**config.mk**
```make
export PLATFORM = sky130hd
export DESIGN_NAME = free_list_slot_allocator
export DESIGN_NICKNAME = d
export VERILOG_FILES = /design/src/hw/rtl/flsa_pkg.sv /design/src/hw/rtl/flsa_ram.sv /design/src/hw/rtl/flsa_datapath.sv /design/src/hw/rtl/flsa_ctrl.sv /design/src/hw/rtl/free_list_slot_allocator.sv
export SDC_FILE = /design/constraint.sdc
export NUM_CORES = 1
export LEC_CHECK = 0
export BUFFER_PORTS_ARGS = -buffer_cell sky130_fd_sc_hd__buf_2
export CORE_MARGIN = 2
export CORE_UTILIZATION = 40
export CTS_CLUSTER_DIAMETER = 60
export DETAILED_ROUTE_END_ITERATION = 8
export MAX_ROUTING_LAYER = met4
export PLACE_DENSITY = 0.55
export SYNTH_ARGS = -nofsm -noshare
export SYNTH_HDL_FRONTEND = slang
export SYNTH_SLANG_ARGS = --single-unit
```
**constraint.sdc**
```tcl
create_clock -name clk -period 7.2 [get_ports clk]
set_input_delay 1.44 -clock clk [delete_from_list [all_inputs] [get_ports clk]]
set_output_delay 1.44 -clock clk [all_outputs]
set_load 0.05 [all_outputs]
```
**src/hw/rtl/flsa_pkg.sv**
```systemverilog
// Package for the free-list slot allocator: field widths, register indexes,
// status codes and the command/status structs between controller and datapath.
// No dependencies.
`timescale 1ns / 1ps

package flsa_pkg;

	localparam int COUNT_W    = 7;
	localparam int WORDS_W    = 7;
	localparam int ADDR_W     = 32;
	localparam int IDX_W      = 6;
	localparam int STATUS_W   = 2;
	localparam int CFG_IDX_W  = 2;
	localparam int CFG_DATA_W = 32;
	localparam int IN_DATA_W  = 8;
	localparam int OUT_DATA_W = 48;

	localparam logic [COUNT_W-1:0] COUNT_MAX = 7'd127;

	localparam logic [CFG_IDX_W-1:0] REG_SLOT_COUNT   = 2'd0;
	localparam logic [CFG_IDX_W-1:0] REG_SLOT_WORDS   = 2'd1;
	localparam logic [CFG_IDX_W-1:0] REG_BASE_ADDRESS = 2'd2;

	localparam logic OP_ALLOC = 1'b0;
	localparam logic OP_FREE  = 1'b1;

	typedef enum logic [STATUS_W-1:0] {
		ST_OK    = 2'd0,
		ST_EMPTY = 2'd1,
		ST_RANGE = 2'd2
	} status_t;

	typedef struct packed {
		logic clear_restart;
		logic clear_step;
		logic capture;
		logic exec;
	} flsa_cmd_t;

	typedef struct packed {
		logic cfg_hit;
		logic clear_last;
	} flsa_stat_t;

endpackage

```
**src/hw/rtl/flsa_ram.sv**
```systemverilog
// Generic single-write, single-read RAM with registered read data.
// No dependencies.
`timescale 1ns / 1ps

module flsa_ram #(
	parameter int WIDTH = 8,
	parameter int DEPTH = 64
) (
	input  logic                     clk,
	input  logic                     we,
	input  logic [$clog2(DEPTH)-1:0] waddr,
	input  logic [WIDTH-1:0]         wdata,
	input  logic [$clog2(DEPTH)-1:0] raddr,
	output logic [WIDTH-1:0]         rdata
);

	logic [WIDTH-1:0] mem_q [DEPTH];
	logic [WIDTH-1:0] rdata_q;

	always_ff @(posedge clk) begin
		if (we) begin
			mem_q[waddr] <= wdata;
		end
		rdata_q <= mem_q[raddr];
	end

	assign rdata = rdata_q;

endmodule

```
**src/hw/rtl/flsa_datapath.sv**
```systemverilog
// Datapath of the slot allocator: config registers, head and free count,
// next-link RAM with its clearing counter, and the result register.
// Depends on flsa_pkg and flsa_ram.
`timescale 1ns / 1ps

module flsa_datapath #(
	parameter int POOL_DEPTH = 64
) (
	input  logic                              clk,
	input  logic                              arst_n,
	input  logic                              cfg_we,
	input  logic [flsa_pkg::CFG_IDX_W-1:0]    cfg_index,
	input  logic [flsa_pkg::CFG_DATA_W-1:0]   cfg_data,
	input  logic                              in_op,
	input  logic [flsa_pkg::IDX_W-1:0]        in_idx,
	input  flsa_pkg::flsa_cmd_t               cmd,
	output flsa_pkg::flsa_stat_t              stat,
	output logic [flsa_pkg::OUT_DATA_W-1:0]   out_data
);

	import flsa_pkg::*;

	localparam int AW   = $clog2(POOL_DEPTH);
	localparam int LW   = $clog2(POOL_DEPTH + 1);
	localparam int CMPW = (LW > COUNT_W) ? LW : COUNT_W;

	logic [COUNT_W-1:0] slot_count_q;
	logic [WORDS_W-1:0] slot_words_q;
	logic [ADDR_W-1:0]  base_q;
	logic [LW-1:0]      head_q;
	logic [COUNT_W-1:0] free_q;
	logic [AW-1:0]      clr_q;
	logic               op_q;
	logic [IDX_W-1:0]   idx_q;

	logic [STATUS_W-1:0] status_q;
	logic [IDX_W-1:0]    gidx_q;
	logic [ADDR_W-1:0]   gaddr_q;
	logic [COUNT_W-1:0]  fcnt_q;
	logic                all_free_q;

	logic [COUNT_W-1:0]    n_eff;
	logic [LW-1:0]         link_rdata;
	logic                  mem_we;
	logic [AW-1:0]         mem_waddr;
	logic [LW-1:0]         mem_wdata;
	logic [LW+WORDS_W-1:0] prod;
	logic                  alloc_ok;
	logic                  free_ok;
	status_t               status_n;
	logic [IDX_W-1:0]      gidx_n;
	logic [ADDR_W-1:0]     gaddr_n;
	logic [LW-1:0]         head_n;
	logic [COUNT_W-1:0]    free_n;

	// config registers
	always_ff @(posedge clk or negedge arst_n) begin
		if (!arst_n) begin
			slot_count_q <= COUNT_W'(64);
			slot_words_q <= WORDS_W'(1);
			base_q       <= '0;
		end else if (cfg_we) begin
			unique case (cfg_index)
				REG_SLOT_COUNT:   slot_count_q <= cfg_data[COUNT_W-1:0];
				REG_SLOT_WORDS:   slot_words_q <= cfg_data[WORDS_W-1:0];
				REG_BASE_ADDRESS: base_q       <= cfg_data[ADDR_W-1:0];
				default: ;
			endcase
		end
	end

	assign stat.cfg_hit = cfg_we && (cfg_index == REG_SLOT_COUNT ||
		cfg_index == REG_SLOT_WORDS || cfg_index == REG_BASE_ADDRESS);
	assign stat.clear_last = (clr_q == AW'(POOL_DEPTH - 1));

	always_comb begin
		if (slot_count_q == '0) begin
			n_eff = COUNT_W'(1);
		end else if (int'(slot_count_q) > POOL_DEPTH) begin
			n_eff = COUNT_W'(POOL_DEPTH);
		end else begin
			n_eff = slot_count_q;
		end
	end

	// operation
	assign prod     = (LW+WORDS_W)'(head_q) * (LW+WORDS_W)'(slot_words_q);
	assign alloc_ok = (free_q != '0) && (CMPW'(head_q) < CMPW'(n_eff));
	assign free_ok  = (COUNT_W'(idx_q) < n_eff);

	always_comb begin
		status_n = ST_OK;
		gidx_n   = '0;
		gaddr_n  = '0;
		head_n   = head_q;
		free_n   = free_q;
		if (op_q == OP_ALLOC) begin
			if (alloc_ok) begin
				gidx_n  = head_q[IDX_W-1:0];
				gaddr_n = base_q + ADDR_W'(prod);
				head_n  = link_rdata;
				free_n  = free_q - COUNT_W'(1);
			end else begin
				status_n = ST_EMPTY;
			end
		end else begin
			if (free_ok) begin
				head_n = LW'(idx_q);
				if (free_q < COUNT_MAX) begin
					free_n = free_q + COUNT_W'(1);
				end
			end else begin
				status_n = ST_RANGE;
			end
		end
	end

	always_ff @(posedge clk or negedge arst_n) begin
		if (!arst_n) begin
			head_q <= '0;
			free_q <= '0;
			clr_q  <= '0;
		end else begin
			if (cmd.clear_restart) begin
				clr_q <= '0;
			end else if (cmd.clear_step) begin
				clr_q  <= clr_q + AW'(1);
				head_q <= '0;
				free_q <= n_eff;
			end else if (cmd.exec) begin
				head_q <= head_n;
				free_q <= free_n;
			end
		end
	end

	always_ff @(posedge clk) begin
		if (cmd.capture) begin
			op_q  <= in_op;
			idx_q <= in_idx;
		end
		if (cmd.exec) begin
			status_q   <= status_n;
			gidx_q     <= gidx_n;
			gaddr_q    <= gaddr_n;
			fcnt_q     <= free_n;
			all_free_q <= (free_n >= n_eff);
		end
	end

	// link RAM: clearing pass writes i+1, a good free writes the old head
	always_comb begin
		mem_we    = 1'b0;
		mem_waddr = clr_q;
		mem_wdata = LW'(clr_q) + LW'(1);
		if (cmd.clear_step) begin
			mem_we = 1'b1;
		end else if (cmd.exec && op_q == OP_FREE && free_ok) begin
			mem_we    = 1'b1;
			mem_waddr = AW'(idx_q);
			mem_wdata = head_q;
		end
	end

	flsa_ram #(
		.WIDTH(LW),
		.DEPTH(POOL_DEPTH)
	) u_link_ram (
		.clk  (clk),
		.we   (mem_we),
		.waddr(mem_waddr),
		.wdata(mem_wdata),
		.raddr(head_q[AW-1:0]),
		.rdata(link_rdata)
	);

	assign out_data = {all_free_q, fcnt_q, gaddr_q, gidx_q, status_q};

`ifndef SYNTHESIS
	a_clear_head: assert property (@(posedge clk) disable iff (!arst_n)
		cmd.clear_step |=> (head_q == '0 && free_q == $past(n_eff)))
		else $error("clear step did not rebuild head and count");
	a_alloc_dec: assert property (@(posedge clk) disable iff (!arst_n)
		(cmd.exec && op_q == OP_ALLOC && alloc_ok) |=>
		(free_q == $past(free_q) - COUNT_W'(1)))
		else $error("alloc did not decrement free count");
	a_bad_keeps: assert property (@(posedge clk) disable iff (!arst_n)
		(cmd.exec && status_n != ST_OK) |=> (head_q == $past(head_q) && $stable(free_q)))
		else $error("rejected request changed list state");
`endif

endmodule

```
**src/hw/rtl/flsa_ctrl.sv**
```systemverilog
// Controller of the slot allocator: clearing pass, request capture, execute
// and the output valid flag.
// Depends on flsa_pkg.
`timescale 1ns / 1ps

module flsa_ctrl (
	input  logic                 clk,
	input  logic                 arst_n,
	input  logic                 s_tvalid,
	output logic                 s_tready,
	output logic                 m_tvalid,
	input  logic                 m_tready,
	input  flsa_pkg::flsa_stat_t stat,
	output flsa_pkg::flsa_cmd_t  cmd
);

	import flsa_pkg::*;

	typedef enum logic [1:0] {
		S_CLEAR,
		S_IDLE,
		S_EXEC
	} state_t;

	state_t state_q;
	logic   out_valid_q;

	assign s_tready = (state_q == S_IDLE);
	assign m_tvalid = out_valid_q;

	assign cmd.clear_restart = stat.cfg_hit;
	assign cmd.clear_step    = (state_q == S_CLEAR) && !stat.cfg_hit;
	assign cmd.capture       = s_tvalid && s_tready;
	assign cmd.exec          = (state_q == S_EXEC) && (!out_valid_q || m_tready);

	always_ff @(posedge clk or negedge arst_n) begin
		if (!arst_n) begin
			state_q     <= S_CLEAR;
			out_valid_q <= 1'b0;
		end else begin
			if (cmd.exec) begin
				out_valid_q <= 1'b1;
			end else if (m_tready) begin
				out_valid_q <= 1'b0;
			end
			if (stat.cfg_hit) begin
				state_q <= S_CLEAR;
			end else begin
				unique case (state_q)
					S_CLEAR: begin
						if (stat.clear_last) begin
							state_q <= S_IDLE;
						end
					end
					S_IDLE: begin
						if (cmd.capture) begin
							state_q <= S_EXEC;
						end
					end
					S_EXEC: begin
						if (cmd.exec) begin
							state_q <= S_IDLE;
						end
					end
					default: state_q <= S_CLEAR;
				endcase
			end
		end
	end

`ifndef SYNTHESIS
	a_capture_exec: assert property (@(posedge clk) disable iff (!arst_n)
		(cmd.capture && !stat.cfg_hit) |=> (state_q == S_EXEC))
		else $error("captured request not executed");
	a_cfg_clear: assert property (@(posedge clk) disable iff (!arst_n)
		stat.cfg_hit |=> (state_q == S_CLEAR && !s_tready))
		else $error("config write did not start clearing pass");
	a_valid_src: assert property (@(posedge clk) disable iff (!arst_n)
		$rose(out_valid_q) |-> $past(cmd.exec))
		else $error("result appeared without execute");
`endif

endmodule

```
**src/hw/rtl/free_list_slot_allocator.sv**
```systemverilog
// Fixed-size slot allocator over a linked free list held in RAM.
// Usage: requests enter on the s_ stream: s_tuser is the op (0 allocate,
// 1 free), s_tdata[5:0] the slot index to free. Each request gives one
// result on the m_ stream.
// Configuration: cfg_we/cfg_index/cfg_data write slot_count (0), slot_words
// (1) or base_address (2); each such write rebuilds the free list.
// Flow: a request is accepted, then executed against the registered read of
// the head's next link into the output register; the next request is accepted
// only once the previous one has executed.
// Reset and every configuration write start a clearing pass over all POOL_DEPTH
// link entries that writes the in-order links; s_tready stays low during it.
// When the receiver stalls, the result is held in the output register; the
// next request is still accepted and waits in execute until the register
// is taken.
// Depends on flsa_pkg, flsa_ctrl, flsa_datapath, flsa_ram.
`timescale 1ns / 1ps

module free_list_slot_allocator #(
	parameter int POOL_DEPTH = 64
) (
	input  logic                            clk,
	input  logic                            arst_n,
	input  logic                            s_tvalid,
	output logic                            s_tready,
	input  logic [flsa_pkg::IN_DATA_W-1:0]  s_tdata,  // [5:0] slot_index, [7:6] zero
	input  logic                            s_tuser,  // [0] op
	output logic                            m_tvalid,
	input  logic                            m_tready,
	// [1:0] status, [7:2] granted_index, [39:8] granted_address,
	// [46:40] free_count, [47] all_free
	output logic [flsa_pkg::OUT_DATA_W-1:0] m_tdata,
	input  logic                            cfg_we,
	input  logic [flsa_pkg::CFG_IDX_W-1:0]  cfg_index,
	input  logic [flsa_pkg::CFG_DATA_W-1:0] cfg_data
);

	import flsa_pkg::*;

	flsa_cmd_t  cmd;
	flsa_stat_t stat;

	flsa_ctrl u_ctrl (
		.clk     (clk),
		.arst_n  (arst_n),
		.s_tvalid(s_tvalid),
		.s_tready(s_tready),
		.m_tvalid(m_tvalid),
		.m_tready(m_tready),
		.stat    (stat),
		.cmd     (cmd)
	);

	flsa_datapath #(
		.POOL_DEPTH(POOL_DEPTH)
	) u_datapath (
		.clk      (clk),
		.arst_n   (arst_n),
		.cfg_we   (cfg_we),
		.cfg_index(cfg_index),
		.cfg_data (cfg_data),
		.in_op    (s_tuser),
		.in_idx   (s_tdata[IDX_W-1:0]),
		.cmd      (cmd),
		.stat     (stat),
		.out_data (m_tdata)
	);

endmodule

```
# --- Yosys cells after proc, flatten, opt, wreduce, memory -nomap -nowiden ---
# Memory sizes are Yosys's and may differ from the RTL's. A register that Yosys moved wholly into a read port is not among the register bits.
# Index checks and enable logic that the tools add are counted.
op_classes:
  mul: 1
  n_bitwise: 2
  n_addsub: 5
  n_lt_le_gt_ge: 5
  eq_ne: 9
  reduce_logical: 27
  n_mux: 33
op_table:
  columns: ["operator", "count"]
  rows:
  - ["$mux 7", 15]
  - ["$add 32x14->32", 1]
  - ["$mux 6", 4]
  - ["$mul 7x7->14", 1]
  - ["$mux 2", 6]
  - ["$reduce_and 2->1", 4]
  - ["$add 6x1->7 const B", 1]
  - ["$add 7x1->7 const B", 1]
  - ["$ge 7x7->1", 1]
  - ["$gt 7x7->1 const B", 1]
  - ["$logic_and 1x1->1", 7]
  - ["$logic_not 7->1", 1]
  - ["$lt 6x7->1", 1]
  - ["$lt 7x7->1", 1]
  - ["$lt 7x7->1 const B", 1]
  - ["$mux 1", 7]
  - ["$reduce_bool 7->1", 1]
  - ["$sub 7x1->7 const B", 1]
  - ["$add 6x1->6 const B", 1]
  - ["$eq 6x6->1 const B", 1]
  - ["$ne 3x3->1 const B", 2]
  - ["$pmux 2 s3", 1]
  - ["$reduce_bool 2->1", 3]
  - ["$eq 2x1->1 const B", 2]
  - ["11 further kinds", 17]
totals:
  mem_count: 1
  ram_bits: 448
  out_inout_bits: 50
  word_cells: 98
  reg_bits: 124
memory_table:
  columns: ["memory", "words", "width", "read_ports", "rd_clocked_by_memory_dff", "write_ports", "line_no", "rtl"]
  rows:
  - ["u_datapath.u_link_ram.mem_q", 64, 7, 1, 1, 1, "flsa_ram.sv:17", "logic [WIDTH-1:0] mem_q [DEPTH];"]

# --- Depth between registers and ports, before layout ---
# Gate-level depths: netlist (run 1).
depth:
  ltp_word: 9
  depth_mapped: 21
  depth_no_buf: 16

# --- By module ---
# A second synthesis (run 1) with hierarchy kept.
hier_totals:
  cells_unflattened: 1656
  hier_area_um2: 26232.7
modules_own_cells:
  columns: ["mod", "cells_per_inst", "instances", "area_per_inst_um2", "seq_area_each_um2"]
  rows:
  - ["flsa_ram", 827, 1, 17635.7, 13593.0]
  - ["flsa_datapath", 810, 1, 8426.8, 3305.7]
  - ["flsa_ctrl", 19, 1, 170.2, 75.1]

# --- Worst setup path before layout (run 1) ---
# OpenSTA, ideal clock, no wires.
synth_timing:
  path_type: "register to register"
  startpoint: "register u_datapath.head_q[3]"
  endpoint: "register u_datapath.gaddr_q[17], data pin"
  period_less_slack_ns: 5.503
  path_stages_with_launch: 20
  arrival_time_ns: 5.237
  setup_slack_ns: 1.697
  path_cell_list: "dfrtp_1 > buf_2 > clkbuf_1 > clkbuf_1 > nand2_1 > fa_1 > fa_1 > inv_1 > fa_1 > inv_1 > fa_1 > inv_1 > ha_1 > and3_1 > a211oi_2 > a211oi_1 > o31ai_1 > clkbuf_1 > xor2_1 > nor2_1"
synth_between:
  elab_chain_cells: 4
  elab_cells_between_ends: 6
  cone_classes: "add/sub: 1; mul: 1; order compare: 1; bitwise: 1; reduce/logical: 2"
synth_rtl:
  columns: ["item", "line_no", "rtl"]
  rows:
  - ["from (decl)", "flsa_datapath.sv:30", "logic [LW-1:0] head_q;"]
  - ["from (signal assigned)", "flsa_datapath.sv:131", "head_q <= head_n;"]
  - ["parallel branches: the longest is 4 deep, another holds $add 32x14->32", null, null]
  - ["to (signal assigned)", "flsa_datapath.sv:145", "gaddr_q <= gaddr_n;"]
  - ["to (decl)", "flsa_datapath.sv:38", "logic [ADDR_W-1:0] gaddr_q;"]
# Parallel ways; which one is timed is not known.
# A chain may end at the register's enable or synchronous reset.

# --- Worst setup path in the final report (run 1) ---
layout_timing:
  startpoint: "register u_datapath.head_q[1]"
  endpoint: "register u_datapath.gaddr_q[30], data pin"
# Same word-level chain as after synthesis.

==> metrics.log, run 1 <==
[metrics] result of the run: completed
[metrics] number of max-cap violations: 0
[metrics] routed vias: 14000
[metrics] Sw Pwr: 2.55 mW
[metrics] shortest clock period the worst path allows after layout: 5.50 ns
[metrics] initial core utilization: 0.404
[metrics] initial antenna violation count: 1
[metrics] critical path endpoint category: flop
[metrics] routed length per placed instance: 23.3 um
[metrics] switching fraction of total power: 0.284
[metrics] share of the yosys chip area belonging to registers: 0.655
[metrics] signal arrival time at the worst endpoint: 5.94 ns
[metrics] unrepaired setup endpoints after global routing: false
[metrics] cell family with most CP delay: adder cells
[metrics] fmax: 182 MHz
[metrics] aggregate negative setup slack: 0 ns
[metrics] commonest cells after routing, fill and taps aside: sky130_fd_sc_hd__edfxtp_1, sky130_fd_sc_hd__mux4_2, sky130_fd_sc_hd__buf_2
[metrics] leading post-synthesis cells by cell area: sky130_fd_sc_hd__edfxtp_1, sky130_fd_sc_hd__mux4_2, sky130_fd_sc_hd__dfrtp_1
[metrics] All-Layer GR Usage: 0.187
[metrics] worst slew pin tran: 1.30 ns
[metrics] DRC viols: 0
[metrics] pin count of the biggest net entering global routing: 65
[metrics] asr flop ratio synth: 0.119
[metrics] critical-path cell with the highest stage delay: sky130_fd_sc_hd__dfrtp_4
[metrics] Seq pwr share: 0.468
[metrics] total of endpoints with negative setup slack in the final report: 0
[metrics] skew final: 0.0144 ns
[metrics] area share of the largest cell type after synthesis: 0.583
[metrics] critical path data required time: 7.64 ns
[metrics] Worst Slack Setup Final: 1.70 ns
[metrics] horizontal die dimension: 259 um
[metrics] CTS tree: done
[metrics] clock edge transition at the registers on the reported setup and hold paths: 0.06 ns
[metrics] Sink Count: 579
[metrics] master cell of the clock root buffer: sky130_fd_sc_hd__clkbuf_16
[metrics] Resized cells post-CTS: 0
[metrics] final number of max-transition violations: 0
[metrics] most common cell after layout, fill and taps aside: sky130_fd_sc_hd__edfxtp_1
[metrics] ratio of cells with drive above 1 in the final layout: 0.255
[metrics] Syn Area/Cell: 16.8 um^2
[metrics] power density over the cells: 304 mW/mm^2
[metrics] Largest regs: u_datapath.u_link_ram.mem_q x448, u_datapath.base_q x32, u_datapath.gaddr_q x32
[metrics] portion of total power attributed to combinational logic: 0.171
[metrics] non-filler cells in the finished layout: 2576
[metrics] Post-Synthesis Cells: 1547
[metrics] maximum number of buffers from clock root to sink: 3
[metrics] area delta synth->final: 13.9%
[metrics] vertical die dimension: 259 um
[metrics] DR iter-0 viols: 1165
[metrics] input/output buffers: 95
[metrics] cells along the critical path: nand2_1, fa_1, fa_1, inv_1, fa_1, inv_1, fa_1, inv_1, ha_1, o21a_1, o31ai_1, a31oi_1, o21ai_1, or4_1, a21oi_1
[metrics] Slowest Stage Delay on Critical Path: 0.83 ns
[metrics] number of enable flip-flop cells after synthesis: 503
[metrics] crit path buf inv count: 3
[metrics] maximum level of the CTS H-tree: 3
[metrics] first-pass GRT wire length: 90.6 mm
[metrics] internal power: 6.44 mW
[metrics] Final Routed Wirelength: 60.1 mm
[metrics] Hold/Removal Path Class: reg2reg
[metrics] grt total ovfl: 0
[metrics] area of the placeable core: 0.0642 mm^2
[metrics] endpoints failing hold: 0
[metrics] Worst slew margin: 0.126
[metrics] dominant synthesized flop cell: sky130_fd_sc_hd__edfxtp_1
[metrics] half-perimeter wire length after placement: 38.3 mm
[metrics] total I/O pin count: 98
[metrics] startpoint class of the critical path: flop
[metrics] hold buffer count at cts: 0
[metrics] cell leakage power: 10.4 nW
[metrics] Rows: 93
[metrics] Final nets: 1814
[metrics] count of cell types in the netlist: 72
[metrics] Peak VDD IR: 0.000188 V
[metrics] max FFs per register: 448
[metrics] total of flip-flops plus latches after synthesis: 579
[metrics] register ranked first by flip-flop count: u_datapath.u_link_ram.mem_q
[metrics] maximum fanout encountered on the critical timing path: 43
[metrics] clock share of power: 0.361
[metrics] post-synthesis cell area: 0.0259 mm^2
[metrics] critical path's most frequent cell: sky130_fd_sc_hd__fa_1
[metrics] First-pass DRT Iterations: 5
[metrics] worst setup timing slack at the placement stage: 1.75 ns
[metrics] post-CTS setup buffer count: 0
[metrics] number of cells after detailed placement: 2455
[metrics] fill cell count: 5613
[metrics] clock latency reported for the late side of the worst-skew pair: 0.60 ns
[metrics] number of buffers created by CTS: 67
[metrics] placer's final routability congestion estimate: 0.818
[metrics] routed via count divided by cell count: 5.45
[metrics] Period Utilization, post-route: 0.763
[metrics] number of global-route vias before repair: 14400
[metrics] DIE AREA: 0.0669 mm^2
[metrics] worst setup path category: reg2reg
[metrics] number of nets in the synthesized netlist: 1692
[metrics] total of warnings raised by yosys: 0
[metrics] Post-DRT Antenna Nets: 0
[metrics] post-synthesis cell type with the largest combined area: sky130_fd_sc_hd__edfxtp_1
==> per-layer routing <==
layer  share of wire  global-route usage
met3           0.059              0.0355
met4           0.027              0.0655
met2            0.49               0.302
met5               0                   -
met1            0.42               0.239
==> through the flow <==
step	power [mW]	hold slack, ns	instance area, um^2	util
CTS	9.10	0.460	29500	0.460
global route	9.40	0.492	29500	0.460
floorplan	5.26	0.423	25900	-
detailed placement	5.83	0.461	27400	0.427
finish	8.98	0.459	29500	0.460
global placement	5.79	0.459	27400	0.427
==> logic make-up after synthesis <==
| kind of cell | synth area share |
|---|---|
| AOI/OAI and AO/OA | 0.0455 |
| xor gates and xnor gates | 0.00811 |
| adders and majority gates | 0.0572 |
| buffers and inverters | 0.0273 |
| DFF | 0.655 |
| muxes | 0.147 |
| and+or+nand+nor | 0.0599 |
==> cells in the mapped netlist, types with 5 or more instances <==
master / instances
sky130_fd_sc_hd__and3_1: 18
sky130_fd_sc_hd__buf_2: 19
sky130_fd_sc_hd__nor2b_1: 5
sky130_fd_sc_hd__nor2_1: 74
sky130_fd_sc_hd__inv_1: 85
sky130_fd_sc_hd__buf_6: 7
sky130_fd_sc_hd__a21o_1: 10
sky130_fd_sc_hd__o31ai_1: 5
sky130_fd_sc_hd__mux2_2: 49
sky130_fd_sc_hd__edfxtp_1: 503
sky130_fd_sc_hd__nand3_1: 15
sky130_fd_sc_hd__o211ai_1: 8
sky130_fd_sc_hd__nand2_1: 63
sky130_fd_sc_hd__nand3b_1: 5
sky130_fd_sc_hd__ha_1: 61
sky130_fd_sc_hd__nand2b_1: 6
sky130_fd_sc_hd__o2bb2ai_1: 9
sky130_fd_sc_hd__nor4_1: 7
sky130_fd_sc_hd__dfxtp_1: 7
sky130_fd_sc_hd__fa_1: 36
sky130_fd_sc_hd__buf_1: 9
sky130_fd_sc_hd__or3_1: 10
sky130_fd_sc_hd__mux2i_1: 11
sky130_fd_sc_hd__xor2_1: 14
sky130_fd_sc_hd__o21a_1: 7
sky130_fd_sc_hd__a211oi_1: 8
sky130_fd_sc_hd__nor3_1: 58
sky130_fd_sc_hd__and2_1: 34
sky130_fd_sc_hd__a21oi_1: 38
sky130_fd_sc_hd__mux4_2: 140
sky130_fd_sc_hd__dfrtp_1: 67
sky130_fd_sc_hd__a22oi_1: 15
sky130_fd_sc_hd__a31oi_1: 8
sky130_fd_sc_hd__clkbuf_1: 38
sky130_fd_sc_hd__o21ai_0: 25
sky130_fd_sc_hd__xnor2_1: 10
==> power by group through the flow <==
stage / sequential [mW] / clock (mW) / combinational, mW
final: 4.21 / 3.24 / 1.54
after detailed placement: 4.27 / 0 / 1.56
after global placement: 4.27 / 0 / 1.52
after global routing: 4.23 / 3.46 / 1.71
after floorplan: 4.24 / 0 / 1.02
after CTS: 4.21 / 3.33 / 1.56
==> area by class of cell <==
| cell class | instances | area [um^2] | share of cell area |
|---|---|---|---|
| clock buffer | 81 | 1730 | 0.0585 |
| antenna | 1 | 2.50 | 0.0000847 |
| sequential | 579 | 17000 | 0.575 |
| clock inverter | 39 | 365 | 0.0124 |
| timing repair buffer | 130 | 741 | 0.0251 |
| tap | 855 | 1070 | 0.0362 |
| inverter | 87 | 327 | 0.0111 |
| multi-input combinational | 804 | 8320 | 0.282 |
==> worst min-delay path: stages, from the launching register on <==
cell	delay [ns]
sky130_fd_sc_hd__dfxtp_1	0.31
sky130_fd_sc_hd__nand2b_1	0.06
sky130_fd_sc_hd__o2bb2ai_1	0.05
==> path summary, 6_finish.rpt <==
| path | startpoint | end | slack, ns | depth (start not counted) |
|---|---|---|---|---|
| min in group asynchronous | arst_n | u_datapath.base_q[7]$_DFFE_PN0P_ | 0.67 | 1 |
| max in group asynchronous | arst_n | u_datapath.head_q[1]$_DFFE_PN0P_ | 5.42 | 2 |
| max | u_datapath.head_q[1]$_DFFE_PN0P_ | u_datapath.gaddr_q[30]$_SDFFCE_PP0P_ | 1.70 | 15 |
| min | u_datapath.u_link_ram.rdata[6]$_DFF_P_ | u_datapath.head_q[6]$_DFFE_PN0P_ | 0.46 | 2 |
| max reg2reg | u_datapath.head_q[1]$_DFFE_PN0P_ | u_datapath.gaddr_q[30]$_SDFFCE_PP0P_ | 1.70 | 15 |
| min reg2reg | u_datapath.u_link_ram.rdata[6]$_DFF_P_ | u_datapath.head_q[6]$_DFFE_PN0P_ | 0.46 | 2 |
Power figures use the tool's default switching activity.
==> run 2, diff against run 1 <==
Settings changed: PLACE_DENSITY 0.55 to 0.57.
Clock period 7.2 ns to 4.9 ns, I/O delays scaled along.
==> run 2 against run 1 <==
Die area unchanged. Sequential share of layout area decreased by 1.7 points. Flip-flop and latch count unchanged. Combinational power increased by 55%. Wire length increased by 2.3%. Sequential power increased by 46%. Global-route usage increased by 0.46 points. Final area increased by 3.1%. Cell count increased by 3.1%. Via count increased by 2.3%.
==> metrics.log, run 2 (synthesis gave the netlist of run 1 again) <==
[metrics] routed via count divided by cell count: 5.41 (-0.80%)
[metrics] fill cell count: 5567 (-0.82%)
[metrics] Peak VDD IR: 0.000218 V (+16%)
[metrics] signal arrival time at the worst endpoint: 5.20 ns (-0.74 ns)
[metrics] number of cells after detailed placement: 2533 (+3.2%)
[metrics] number of global-route vias before repair: 15000 (+4.2%)
[metrics] routed length per placed instance: 23.1 um (-0.79%)
[metrics] design area: 0.0305 mm^2 (+3.1%)
[metrics] non-filler cells in the finished layout: 2657 (+3.1%)
[metrics] pin count of the biggest net entering global routing: 118 (+82%)
[metrics] post-route core utilization: 0.474 (+0.0143)
[metrics] DR iter-0 viols: 1036 (-11%)
[metrics] antenna diode instance count: 0 (-1)
[metrics] Largest regs: u_datapath.u_link_ram.mem_q x448, u_datapath.base_q x32, u_datapath.gaddr_q x32
[metrics] critical path endpoint category: flop
[metrics] worst setup timing slack at the placement stage: 0.0606 ns (-1.69 ns)
[metrics] Hold/Removal Path Class: in2async
[metrics] area of the placeable core: 0.0642 mm^2 (unchanged)
[metrics] Period Utilization, post-route: 0.969 (+0.206)
[metrics] total of endpoints with negative setup slack in the final report: 0 (unchanged)
[metrics] skew final: 0.0293 ns (+0.0149 ns)
[metrics] maximum number of buffers from clock root to sink: 3 (unchanged)
[metrics] area delta synth->final: 17.5%
[metrics] master cell of the clock root buffer: sky130_fd_sc_hd__clkbuf_16
[metrics] cells along the critical path: buf_12, and2_1, fa_1, fa_2, inv_1, fa_2, fa_1, inv_1, ha_1, buf_4, and3_1, o211ai_1, a31oi_4, buf_6, o211ai_1, buf_4, or3_1, a21oi_1
[metrics] most common cell after layout, fill and taps aside: sky130_fd_sc_hd__edfxtp_1
[metrics] number of max-cap violations: 0 (unchanged)
[metrics] Post-DP Area: 0.0281 mm^2 (+2.2%)
[metrics] Critical Path Stages: 18 (+3)
[metrics] Slowest Stage Delay on Critical Path: 0.54 ns (-0.29 ns)
[metrics] max FFs per register: 448 (unchanged)
[metrics] Final nets: 1894 (+4.4%)
[metrics] ratio of cells with drive above 1 in the final layout: 0.303 (+0.0483)
[metrics] fmax: 211 MHz (+16%)
[metrics] number of buffers created by CTS: 66 (-1.5%)
[metrics] endpoints failing hold: 0 (unchanged)
[metrics] initial core utilization: 0.404 (unchanged)
[metrics] length in cells of the worst reg-to-reg path: 18 (+3)
[metrics] half-perimeter wire length after placement: 39.3 mm (+2.8%)
[metrics] maximum level of the CTS H-tree: 3 (unchanged)
[metrics] maximum fanout encountered on the critical timing path: 5 (-88%)
[metrics] initial antenna violation count: 0 (-1)
[metrics] grt total ovfl: 0 (unchanged)
[metrics] aggregate negative setup slack: 0 ns (unchanged)
[metrics] routed vias: 14400 (+2.3%)
[metrics] Post-DRT Antenna Nets: 0 (unchanged)
[metrics] final number of max-transition violations: 0 (unchanged)
[metrics] Sink Count: 579 (unchanged)
[metrics] first-pass GRT wire length: 93.2 mm (+2.9%)
[metrics] critical path data required time: 5.36 ns (-2.28 ns)
[metrics] Rows: 93 (unchanged)
[metrics] shortest clock period the worst path allows after layout: 4.75 ns (-0.747 ns)
[metrics] worst-case hold slack: 0.370 ns (-0.0889 ns)
[metrics] horizontal die dimension: 259 um (unchanged)
[metrics] worst slew pin tran: 1.25 ns (-0.0504 ns)
[metrics] CTS tree: done
[metrics] critical-path cell with the highest stage delay: sky130_fd_sc_hd__fa_2
[metrics] hold buffer count at cts: 0 (unchanged)
[metrics] startpoint class of the critical path: flop
[metrics] Final Routed Wirelength: 61.5 mm (+2.3%)
[metrics] commonest cells after routing, fill and taps aside: sky130_fd_sc_hd__edfxtp_1, sky130_fd_sc_hd__mux4_2, sky130_fd_sc_hd__buf_4
[metrics] Worst Slack Setup Final: 0.152 ns (-1.55 ns)
[metrics] DIE AREA: 0.0669 mm^2 (unchanged)
[metrics] vertical die dimension: 259 um (unchanged)
[metrics] cell family with most CP delay: adder cells
[metrics] power density over the cells: 445 mW/mm^2 (+46%)
[metrics] cell leakage power: 10.9 nW (+4.7%)
[metrics] All-Layer GR Usage: 0.192 (+0.00459)
[metrics] total I/O pin count: 98 (unchanged)
[metrics] DRC viols: 0 (unchanged)
[metrics] result of the run: completed
[metrics] input/output buffers: 95 (unchanged)
[metrics] clock edge transition at the registers on the reported setup and hold paths: 0.06 ns (about the same)
[metrics] placer's final routability congestion estimate: 0.881 (+7.7%)
[metrics] First-pass DRT Iterations: 5 (unchanged)
[metrics] clock latency reported for the late side of the worst-skew pair: 0.62 ns (+0.02 ns)
[metrics] worst setup path category: reg2reg
[metrics] crit path buf inv count: 6 (+3)
[metrics] register ranked first by flip-flop count: u_datapath.u_link_ram.mem_q
[metrics] Total Power Consumption: 13.5 mW (+51%)
[metrics] Worst slew margin: 0.160 (+0.0339)
## run 2: path summary, 6_finish.rpt
path	startpoint	end	slack (ns)
setup reg to reg	u_datapath.head_q[5]$_DFFE_PN0P_	u_datapath.gaddr_q[22]$_SDFFCE_PP0P_	0.15
max in group asynchronous	arst_n	u_datapath.head_q[0]$_DFFE_PN0P_	3.62
min in group clk	u_datapath.u_link_ram.rdata[6]$_DFF_P_	u_datapath.head_q[6]$_DFFE_PN0P_	0.49
setup / recovery	u_datapath.head_q[5]$_DFFE_PN0P_	u_datapath.gaddr_q[22]$_SDFFCE_PP0P_	0.15
hold / removal	arst_n	u_datapath.base_q[7]$_DFFE_PN0P_	0.37
hold reg to reg	u_datapath.u_link_ram.rdata[6]$_DFF_P_	u_datapath.head_q[6]$_DFFE_PN0P_	0.49
## run 2: worst reg2reg max path, cell delays in order (launching register included)
cell and delay, ns:
sky130_fd_sc_hd__dfrtp_2 0.45, sky130_fd_sc_hd__buf_12 0.14, sky130_fd_sc_hd__and2_1 0.14, sky130_fd_sc_hd__fa_1 0.45, sky130_fd_sc_hd__fa_2 0.54, sky130_fd_sc_hd__inv_1 0.05
sky130_fd_sc_hd__fa_2 0.35, sky130_fd_sc_hd__fa_1 0.51, sky130_fd_sc_hd__inv_1 0.04, sky130_fd_sc_hd__ha_1 0.29, sky130_fd_sc_hd__buf_4 0.13, sky130_fd_sc_hd__and3_1 0.17
sky130_fd_sc_hd__o211ai_1 0.21, sky130_fd_sc_hd__a31oi_4 0.27, sky130_fd_sc_hd__buf_6 0.13, sky130_fd_sc_hd__o211ai_1 0.08, sky130_fd_sc_hd__buf_4 0.19, sky130_fd_sc_hd__or3_1 0.31
sky130_fd_sc_hd__a21oi_1 0.14
## run 2: layer usage
metal / up-vias / routed length (um) / GRT usage
met4: 0 / 1670 / 0.0575
met1: 7380 / 26000 / 0.246
met5: - / 0 / -
li1: 6458 / - / -
met2: 415 / 30600 / 0.315
met3: 117 / 3240 / 0.0336
## run 2: what timing repair did
item                                    4_1_cts  5_1_grt
buffers inserted                              0        2
gates resized for setup                       0       33
endpoints found under the setup margin        0       17
## run 2: cell type report
cell class                      count  area [um^2]  share of cell area
Sequential cell                   579        17000               0.558
Multi-Input combinational cell    804         8470               0.278
Clock buffer                       85         1790              0.0589
Timing Repair Buffer              211         1390              0.0455
Tap cell                          855         1070              0.0351
Clock inverter                     36          420              0.0138
Inverter                           87          327              0.0107
## run 2: power breakdown
part           internal [mW]  switching [mW]
combinational          0.856            1.54
clock                   2.95            2.04
sequential              5.95           0.204
